===== config.mk =====
export PLATFORM = sky130hd
export DESIGN_NAME = bia_ctrl
export DESIGN_NICKNAME = d
export VERILOG_FILES = /design/src/hdl/bia_pkg.sv /design/src/hdl/bia_ctrl.sv
export SDC_FILE = /design/constraint.sdc
export NUM_CORES = 1
export LEC_CHECK = 0
export BUFFER_PORTS_ARGS = -buffer_cell sky130_fd_sc_hd__buf_2
export CORE_AREA = 2 2 39 41
export DETAILED_ROUTE_END_ITERATION = 16
export DIE_AREA = 0 0 41 43
export PLACE_DENSITY = 0.66
export REMOVE_ABC_BUFFERS = 1
export SLEW_MARGIN = 20
export SYNTH_ARGS = -nofsm -noshare
export SYNTH_HDL_FRONTEND = slang
export SYNTH_SLANG_ARGS = --single-unit

===== constraint.sdc =====
create_clock -name clk -period 1.3 [get_ports clk]
set_input_delay 0.195 -clock clk [delete_from_list [all_inputs] [get_ports clk]]
set_output_delay 0.195 -clock clk [all_outputs]
set_load 0.02 [all_outputs]

===== src/hdl/bia_pkg.sv =====
// Shared types, constants and helper functions of the bitmap id allocator.
// No dependencies; every other file of the block uses this package.
`default_nettype none
package bia_pkg;

	localparam int MAX_IDS = 1024;
	localparam int ID_W    = $clog2(MAX_IDS);
	localparam int LIM_W   = ID_W + 1;
	localparam int GEN_W   = 32;
	localparam int COL_W   = (ID_W > 5) ? 5 : ID_W - 1;
	localparam int ROW_W   = ID_W - COL_W;
	localparam int WORD    = 1 << COL_W;
	localparam int ROWS    = MAX_IDS >> COL_W;

	typedef enum logic [2:0] {
		CMD_ALLOC,
		CMD_PEEK,
		CMD_REGISTER,
		CMD_UNREGISTER,
		CMD_MOVE_BEGIN,
		CMD_MOVE_END,
		CMD_HOLD,
		CMD_SET_ACTIVE
	} cmd_t;

	typedef enum logic [1:0] {
		ST_OK,
		ST_NO_FREE,
		ST_CHECK_FAIL
	} status_t;

	typedef struct packed {
		cmd_t              cmd;
		logic [ID_W-1:0]   doc_id;
		logic [ID_W-1:0]   dest_id;
		logic [LIM_W-1:0]  id_limit;
		logic              make_active;
		logic [GEN_W-1:0]  generation;
		logic              build_list;
	} req_t;

	typedef struct packed {
		logic [LIM_W-1:0]  id_out;
		logic [GEN_W-1:0]  gen_out;
		logic              hold_valid;
		logic [LIM_W-1:0]  active_total;
		status_t           status;
	} rsp_t;

	typedef enum logic [3:0] {
		S_IDLE,
		S_DISPATCH,
		S_BLD_RD,
		S_BLD_WR,
		S_SRCH_RD,
		S_SRCH_WR,
		S_RD_A,
		S_RD_B,
		S_EXEC,
		S_WR_A,
		S_FIN
	} state_t;

	typedef enum logic [1:0] {
		RD_ROW_A,
		RD_ROW_B,
		RD_SRCH,
		RD_BLD
	} rd_sel_t;

	typedef enum logic [1:0] {
		WR_ROW_B,
		WR_ROW_A,
		WR_SRCH,
		WR_BLD
	} wr_sel_t;

	typedef struct packed {
		logic    latch_req;
		logic    rd_en;
		rd_sel_t rd_sel;
		logic    wr_en;
		wr_sel_t wr_sel;
		logic    cap_a;
		logic    exec;
		logic    srch_done;
		logic    bld_clr;
		logic    bld_step;
		logic    set_built;
		logic    build_fail;
		logic    load_out;
	} dp_cmd_t;

	typedef struct packed {
		cmd_t cmd;
		logic build;
		logic built;
		logic bld_last;
		logic out_busy;
	} dp_stat_t;

	function automatic logic [COL_W-1:0] low_col(input logic [WORD-1:0] v);
		logic [COL_W-1:0] r;
		r = '0;
		for (int i = WORD - 1; i >= 0; i--) begin
			if (v[i]) r = COL_W'(i);
		end
		return r;
	endfunction

	function automatic logic [ROW_W-1:0] low_row(input logic [ROWS-1:0] v);
		logic [ROW_W-1:0] r;
		r = '0;
		for (int i = ROWS - 1; i >= 0; i--) begin
			if (v[i]) r = ROW_W'(i);
		end
		return r;
	endfunction

endpackage
`default_nettype wire


===== src/hdl/bia_ctrl.sv =====
// Controller of the bitmap id allocator: sequences reads, writes, build sweep.
// Depends on bia_pkg; drives bia_datapath through dp_cmd_t.
`default_nettype none
module bia_ctrl (
	input  wire logic              clk,
	input  wire logic              arst_n,
	input  wire logic              req_valid,
	output logic                   req_ready,
	input  wire bia_pkg::dp_stat_t stat,
	output bia_pkg::dp_cmd_t       cmd
);

	bia_pkg::state_t state_q, state_nxt;

	always_ff @(posedge clk or negedge arst_n) begin
		if (!arst_n) begin
			state_q <= bia_pkg::S_IDLE;
		end else begin
			state_q <= state_nxt;
		end
	end

	always_comb begin
		state_nxt = state_q;
		cmd       = '0;
		req_ready = 1'b0;
		unique case (state_q)
			bia_pkg::S_IDLE: begin
				req_ready = 1'b1;
				if (req_valid) begin
					cmd.latch_req = 1'b1;
					state_nxt     = bia_pkg::S_DISPATCH;
				end
			end
			bia_pkg::S_DISPATCH: begin
				if (stat.cmd == bia_pkg::CMD_ALLOC && stat.build) begin
					if (stat.built) begin
						cmd.build_fail = 1'b1;
						state_nxt      = bia_pkg::S_FIN;
					end else begin
						cmd.bld_clr = 1'b1;
						state_nxt   = bia_pkg::S_BLD_RD;
					end
				end else if (stat.cmd == bia_pkg::CMD_ALLOC ||
				             stat.cmd == bia_pkg::CMD_PEEK) begin
					state_nxt = bia_pkg::S_SRCH_RD;
				end else begin
					state_nxt = bia_pkg::S_RD_A;
				end
			end
			bia_pkg::S_BLD_RD: begin
				cmd.rd_en  = 1'b1;
				cmd.rd_sel = bia_pkg::RD_BLD;
				state_nxt  = bia_pkg::S_BLD_WR;
			end
			bia_pkg::S_BLD_WR: begin
				cmd.wr_en    = 1'b1;
				cmd.wr_sel   = bia_pkg::WR_BLD;
				cmd.bld_step = 1'b1;
				if (stat.bld_last) begin
					cmd.set_built = 1'b1;
					state_nxt     = bia_pkg::S_SRCH_RD;
				end else begin
					state_nxt = bia_pkg::S_BLD_RD;
				end
			end
			bia_pkg::S_SRCH_RD: begin
				cmd.rd_en  = 1'b1;
				cmd.rd_sel = bia_pkg::RD_SRCH;
				state_nxt  = bia_pkg::S_SRCH_WR;
			end
			bia_pkg::S_SRCH_WR: begin
				cmd.wr_en     = 1'b1;
				cmd.wr_sel    = bia_pkg::WR_SRCH;
				cmd.srch_done = 1'b1;
				state_nxt     = bia_pkg::S_FIN;
			end
			bia_pkg::S_RD_A: begin
				cmd.rd_en  = 1'b1;
				cmd.rd_sel = bia_pkg::RD_ROW_A;
				state_nxt  = bia_pkg::S_RD_B;
			end
			bia_pkg::S_RD_B: begin
				cmd.rd_en  = 1'b1;
				cmd.rd_sel = bia_pkg::RD_ROW_B;
				cmd.cap_a  = 1'b1;
				state_nxt  = bia_pkg::S_EXEC;
			end
			bia_pkg::S_EXEC: begin
				cmd.wr_en  = 1'b1;
				cmd.wr_sel = bia_pkg::WR_ROW_B;
				cmd.exec   = 1'b1;
				state_nxt  = bia_pkg::S_WR_A;
			end
			bia_pkg::S_WR_A: begin
				cmd.wr_en  = 1'b1;
				cmd.wr_sel = bia_pkg::WR_ROW_A;
				state_nxt  = bia_pkg::S_FIN;
			end
			bia_pkg::S_FIN: begin
				if (!stat.out_busy) begin
					cmd.load_out = 1'b1;
					state_nxt    = bia_pkg::S_IDLE;
				end
			end
			default: state_nxt = bia_pkg::S_IDLE;
		endcase
	end

endmodule
`default_nettype wire


==> impl_metrics.json, run 1 <==
{
  "io_pins": 26,
  "dr.pass1.iters": 4,
  "crit_family": "simple AND/OR/NAND/NOR gates",
  "final.setup.tns_ns": -3.48,
  "layout.nets": 117,
  "diodes": 0,
  "synth_cell_types": 28,
  "die_area_sq_um": 1760,
  "regMostFlops": "state_q",
  "grt_pass1_wl_microns": 2840,
  "initial_core_util_pct": 32.1,
  "synth_area_per_cell_sq_um": 7.66,
  "crit_path_max_incr_delay_ns": 0.45,
  "status": "finished, violations left",
  "crit_path_start_kind": "register",
  "slew_violations": 0,
  "powerDensity_nw_per_um2": 2730,
  "post-synth-top-area-fraction_pct": 22.5,
  "coreArea_sq_um": 1380,
  "fin_ws_ns": -0.284,
  "viasPerCell": 5.20,
  "cts.sink_count": 4,
  "crit_type": "reg -> out",
  "syn_area_sq_um": 444,
  "synth_compound_area_share_pct": 18.3,
  "remaining_drc_errors": 0,
  "tightest_slew_ns": 0.304,
  "timing.slew.headroom_pct": 79.5,
  "grt_pass1_vias": 624,
  "crit_slowest_cell": "dfrtp_2",
  "leakage_nw": 0.458,
  "grt_max_degree": 8,
  "clk_latency_ns": 0.24,
  "ant_nets": 0,
  "wire_per_inst_microns": 16.0,
  "cp.depth": 3,
  "required_ns": 1.11,
  "synth_top_family_by_area": "simple AND/OR/NAND/NOR gates",
  "grt_usage_pct": 24.4,
  "maxCapViolCount": 0,
  "reg2reg_depth": 4,
  "antenna_found_initial": 0,
  "cp_num_buf_inv": 1,
  "totalWireLength_microns": 1940,
  "finClkSkew_ns": 0.000524,
  "crit_arrival_ns": 1.39,
  "htree_levels": 1,
  "cp_max_fo": 6,
  "top_regs": "state_q x4",
  "rsz0062_at_grt": "yes",
  "setup_viol": 18,
  "grt_overflow_total": 0,
  "clk_pin_slew_ns": 0.04,
  "finalInstanceArea_sq_um": 993,
  "synth-adder-area-share_pct": 0,
  "violations": "setup timing",
  "synth-simple-area-share_pct": 49.3,
  "period_minus_slack_ns": 1.58,
  "ys_ff_latch": 4,
  "gp_congestion": 0.864,
  "drt_iter0_drc": 6,
  "fmax_mhz": 632,
  "hold_violations": 0,
  "vias": 629,
  "syn_inst": 58,
  "post-route-period-util_pct": 122,
  "critical_path.cell_chain": "nor4_4, and4_4, buf_6",
  "end_kind": "primary output",
  "hpwl_microns": 1080,
  "whs_ns": 0.293,
  "seq_area_frac_synth_pct": 22.5,
  "peakVddDrop_v": 0.00148,
  "synth_top_area_cell": "dfrtp_1",
  "layout-drive-gt1-share_pct": 74.3,
  "largest_reg_flops": 4,
  "dieWidth_microns": 41,
  "port_buffers": 25,
  "synth.area.mux_share_pct": 0,
  "syn_to_final_growth_pct": 124,
  "cts_made_buffers": 3,
  "nFillCells": 116,
  "synth.area.top_cells": "dfrtp_1 23%, nand2b_1 11%, nor3_1 5.6%",
  "rows": 14,
  "yosysWarnings": 0,
  "cts_buffer_depth": 2,
  "hp-class": "in -> async",
  "placed_cell_area_sq_um": 659,
  "dieHeight_microns": 43,
  "synth_xor_area_share_pct": 1.97,
  "root_buffer": "clkbuf_4",
  "tritoncts": "done"
}
area by class of cell:
type                            instances  area (sq um)  share of cell area [%]
Multi-Input combinational cell         48           444                    44.7
Timing Repair Buffer                   48           394                    39.7
Sequential cell                         4           105                    10.6
Clock buffer                            3          22.5                    2.27
Tap cell                               16          20.0                    2.02
Inverter                                2          7.51                   0.756
cells in the final DEF (no fill, tap or decap), drive strengths merged, types with 3 or more instances in the layout:
cell     n
nor3     5
nand2b   8
nand2    4
dfrtp    4
nor4     3
buf     47
nor2     5
a21oi    3
clkbuf   3
metal layers:
layer / up-vias / track usage (%) / wire (microns)
li1: 303 / - / -
met1: 303 / 26.5 / 745
met2: 17 / 40.9 / 1070
met3: 6 / 8.90 / 86
met4: 0 / 8.67 / 35
met5: - / 0 / 0
kinds of logic after synthesis:
kind of cell              after synthesis
and+or+nand+nor                        36
buffers and inverters                   6
xor gates and xnor gates                1
DFF                                     4
AOI/OAI and AO/OA                      11
stage by stage:
| stage | power (mW) | setup slack [ns] | instances | util, % |
|---|---|---|---|---|
| floorplan | 1.03 | -0.558 | 54 | - |
| global placement | 1.57 | -0.0749 | 108 | 47.6 |
| detailed placement | 1.59 | -0.110 | 108 | 47.6 |
| CTS | 2.38 | -0.271 | 118 | 65.5 |
| global route | 2.87 | -0.387 | 121 | 71.8 |
| finish | 2.71 | -0.284 | 121 | 71.8 |
what timing repair did:
action,in CTS,in global routing
buffers inserted,6,3
endpoints found under the hold margin,4,0
pin swaps,10,5
resized for setup,47,14
hold buffers,1,0
setup endpoints to repair,18,19
report_power, final:
group,switching (mW),internal [mW]
clock network,0.0560,0.104
registers,0.129,0.194
logic,1.06,1.17
worst paths after layout:
check	from	to	slack, ns
max in group asynchronous	arst_n	state_q[2]$_DFFE_PN0P_	0.87
worst min register to register	state_q[0]$_DFFE_PN0P_	state_q[0]$_DFFE_PN0P_	0.63
min in group clk	req_valid	state_q[0]$_DFFE_PN0P_	0.32
worst min-delay path	arst_n	state_q[1]$_DFFE_PN0P_	0.29
worst max-delay path	state_q[3]$_DFFE_PN0P_	cmd[1]	-0.28
worst max register to register	state_q[3]$_DFFE_PN0P_	state_q[1]$_DFFE_PN0P_	-0.04
cells in the mapped netlist (all sizes together):
cell,number
nand2b,8
nor2,5
nor3,5
buf,4
dfrtp,4
nand2,4
a21oi,3
nor4,3
and2,2
inv,2
nor2b,2
nor3b,2
or2,2
a211o,1
a21boi,1
a221o,1
a311o,1
and2b,1
and4,1
nand3,1
o211ai,1
o21a,1
o22ai,1
o311ai,1
xnor2,1
Note: power is estimated with default switching activity, not from simulation.
==> run 2: changes to the inputs <==
--- a/config.mk
+++ b/config.mk
@@ -5,11 +5,12 @@
 export SDC_FILE = /design/constraint.sdc
 export NUM_CORES = 1
 export LEC_CHECK = 0
+export ABC_AREA = 1
 export BUFFER_PORTS_ARGS = -buffer_cell sky130_fd_sc_hd__buf_2
 export CORE_AREA = 2 2 39 41
 export DETAILED_ROUTE_END_ITERATION = 16
 export DIE_AREA = 0 0 41 43
-export PLACE_DENSITY = 0.66
+export PLACE_DENSITY = 0.61
 export REMOVE_ABC_BUFFERS = 1
 export SLEW_MARGIN = 20
 export SYNTH_ARGS = -nofsm -noshare
==> impl_metrics.json, run 2 <==
{
  "placed_cells": 115,
  "crit_path_start_kind": "register",
  "leakage_nw": 0.459,
  "grt_overflow_total": 0,
  "slew_violations": 0,
  "die_area_sq_um": 1760,
  "post-synth-top-area-fraction_pct": 25.7,
  "busiest_layer": "met2",
  "setup_viol": 18,
  "drt_iter0_drc": 3,
  "hold_violations": 0,
  "antenna_found_initial": 0,
  "yosysMostFrequentCell": "nand2_1",
  "fin_ws_ns": -0.236,
  "power.total_mw": 2.07,
  "cp_max_fo": 4,
  "rows": 14,
  "synth_top_area_cell": "dfrtp_1",
  "dieHeight_microns": 43,
  "final_cell_mix": "21 x buf_4, 11 x nand2_2, 11 x buf_2",
  "diodes": 0,
  "crit_arrival_ns": 1.34,
  "layoutNonFillerInstCount": 131,
  "port_buffers": 25,
  "tightest_slew_ns": 0.185,
  "layout.nets": 127,
  "syn_inst": 69,
  "seq_area_frac_synth_pct": 25.7,
  "powerDensity_nw_per_um2": 2450,
  "initial_core_util_pct": 28.1,
  "grt_pass1_wl_microns": 2070,
  "dieWidth_microns": 41,
  "final.setup.tns_ns": -2.15,
  "wire_per_inst_microns": 10.1,
  "grt_pass1_vias": 533,
  "dr.pass1.iters": 4,
  "clk_latency_ns": 0.23,
  "coreArea_sq_um": 1380,
  "met1_usage_pct": 19.8,
  "met2_usage_pct": 27.5,
  "clk_pin_slew_ns": 0.04,
  "syn_area_sq_um": 389,
  "grt_max_degree": 7,
  "grt_usage_pct": 17.6,
  "multi_input_comb_area_sq_um": 304,
  "end_kind": "primary output",
  "grt_use_met3_pct": 5.24,
  "io_pins": 26,
  "whs_ns": 0.312,
  "timing.slew.headroom_pct": 87.6,
  "synth-async-reset-ratio_pct": 100,
  "crit_type": "reg -> out",
  "root_buffer": "clkbuf_4",
  "tritoncts": "done",
  "top_regs": "state_q x4",
  "rsz0062_at_grt": "yes",
  "layout-drive-gt1-share_pct": 67.8,
  "finalInstanceArea_sq_um": 845,
  "regArea_sq_um": 105,
  "reg2reg_depth": 9,
  "vias": 596,
  "synth_commonest_cells": "19 x nand2_1, 13 x nor2_1, 12 x inv_1, 5 x nand3_1, 4 x dfrtp_1",
  "ys_ff_latch": 4,
  "peakVddDrop_v": 0.000923,
  "yosysWarnings": 0,
  "htree_levels": 1,
  "required_ns": 1.11,
  "period_minus_slack_ns": 1.54,
  "violations": "setup timing",
  "remaining_drc_errors": 0,
  "synth_edf_count": 0,
  "totalWireLength_microns": 1320,
  "largest_reg_flops": 4,
  "nFillCells": 130,
  "post-route-period-util_pct": 118,
  "synth_cell_types": 16,
  "gp_congestion": 0.774,
  "hp-class": "in -> async",
  "hpwl_microns": 901,
  "fmax_mhz": 651,
  "final_common_cell": "buf_4",
  "status": "finished, violations left",
  "cts_buffer_depth": 2,
  "synth.area.top_cells": "dfrtp_1 26%, nand2_1 18%, nor2_1 13%",
  "cts_made_buffers": 3,
  "ant_nets": 0,
  "cts.sink_count": 4,
  "final_core_util_pct": 61.0,
  "regMostFlops": "state_q",
  "yosys_most_used_dff": "dfrtp_1",
  "placed_cell_area_sq_um": 572,
  "synth_area_per_cell_sq_um": 5.64,
  "maxCapViolCount": 0,
  "place_ws_ns": -0.0392,
  "finClkSkew_ns": 0.00372,
  "viasPerCell": 4.55,
  "syn_to_final_growth_pct": 117
}
## run 2: changes by cell type after synthesis, sizes merged, moves of 3 or more
cell,delta
a21oi,-3
o21ai,+4
nand2b,-8
nand3,+4
buf,-4
nand2,+17
nor2,+10
inv,+12
## run 2: kinds of logic (layout without fill, tap and decap cells)
kind of cell / count (synthesis) / after routing / share of synthesized area (%)
simple gates: 45 / 45 / 51.8
buf+inv: 14 / 60 / 13.5
compound gates: 6 / 6 / 9.00
flops: 4 / 4 / 25.7
## run 2: critical path: stages, from the launching register on
cell     delay [ns]
dfrtp_2        0.44
inv_4          0.06
buf_4          0.14
nor3_4         0.20
nor2_1         0.09
nand2_2        0.07
buf_6          0.11
## run 2: worst paths after layout
check                                       start                endpoint  slack, ns
setup / recovery           state_q[3]$_DFFE_PN0P_                 cmd[10]      -0.24
max in group asynchronous                  arst_n  state_q[3]$_DFFE_PN0P_       0.86
min in group clk                          stat[0]  state_q[1]$_DFFE_PN0P_       0.33
hold reg to reg            state_q[0]$_DFFE_PN0P_  state_q[0]$_DFFE_PN0P_       0.53
setup reg to reg           state_q[0]$_DFFE_PN0P_  state_q[1]$_DFFE_PN0P_      -0.05
hold / removal                             arst_n  state_q[0]$_DFFE_PN0P_       0.31
## run 2: where the power goes
| group | internal, mW | switching [mW] |
|---|---|---|
| clock network | 0.103 | 0.0476 |
| registers | 0.195 | 0.114 |
| logic | 0.737 | 0.874 |
## run 2: layer usage
layer | vias up | share of wire (%)
met1 | 264 | 42
met4 | 0 | 0.99
met2 | 18 | 53
met5 | - | 0
met3 | 2 | 4.6
li1 | 312 | -
## run 2: repair_timing
action	CTS	global route
setup buffers	8	4
hold buffers	1	0
pin swaps	6	7
gates resized for setup	35	22
setup endpoints to repair	16	18
endpoints found under the hold margin	4	0
## run 2: cell type report
type | instances | area share, %
timing repair buffer | 43 | 39.7
clock buffer | 3 | 2.67
multi-input combinational | 51 | 36.0
inverter | 14 | 6.81
tap | 16 | 2.37
sequential | 4 | 12.4
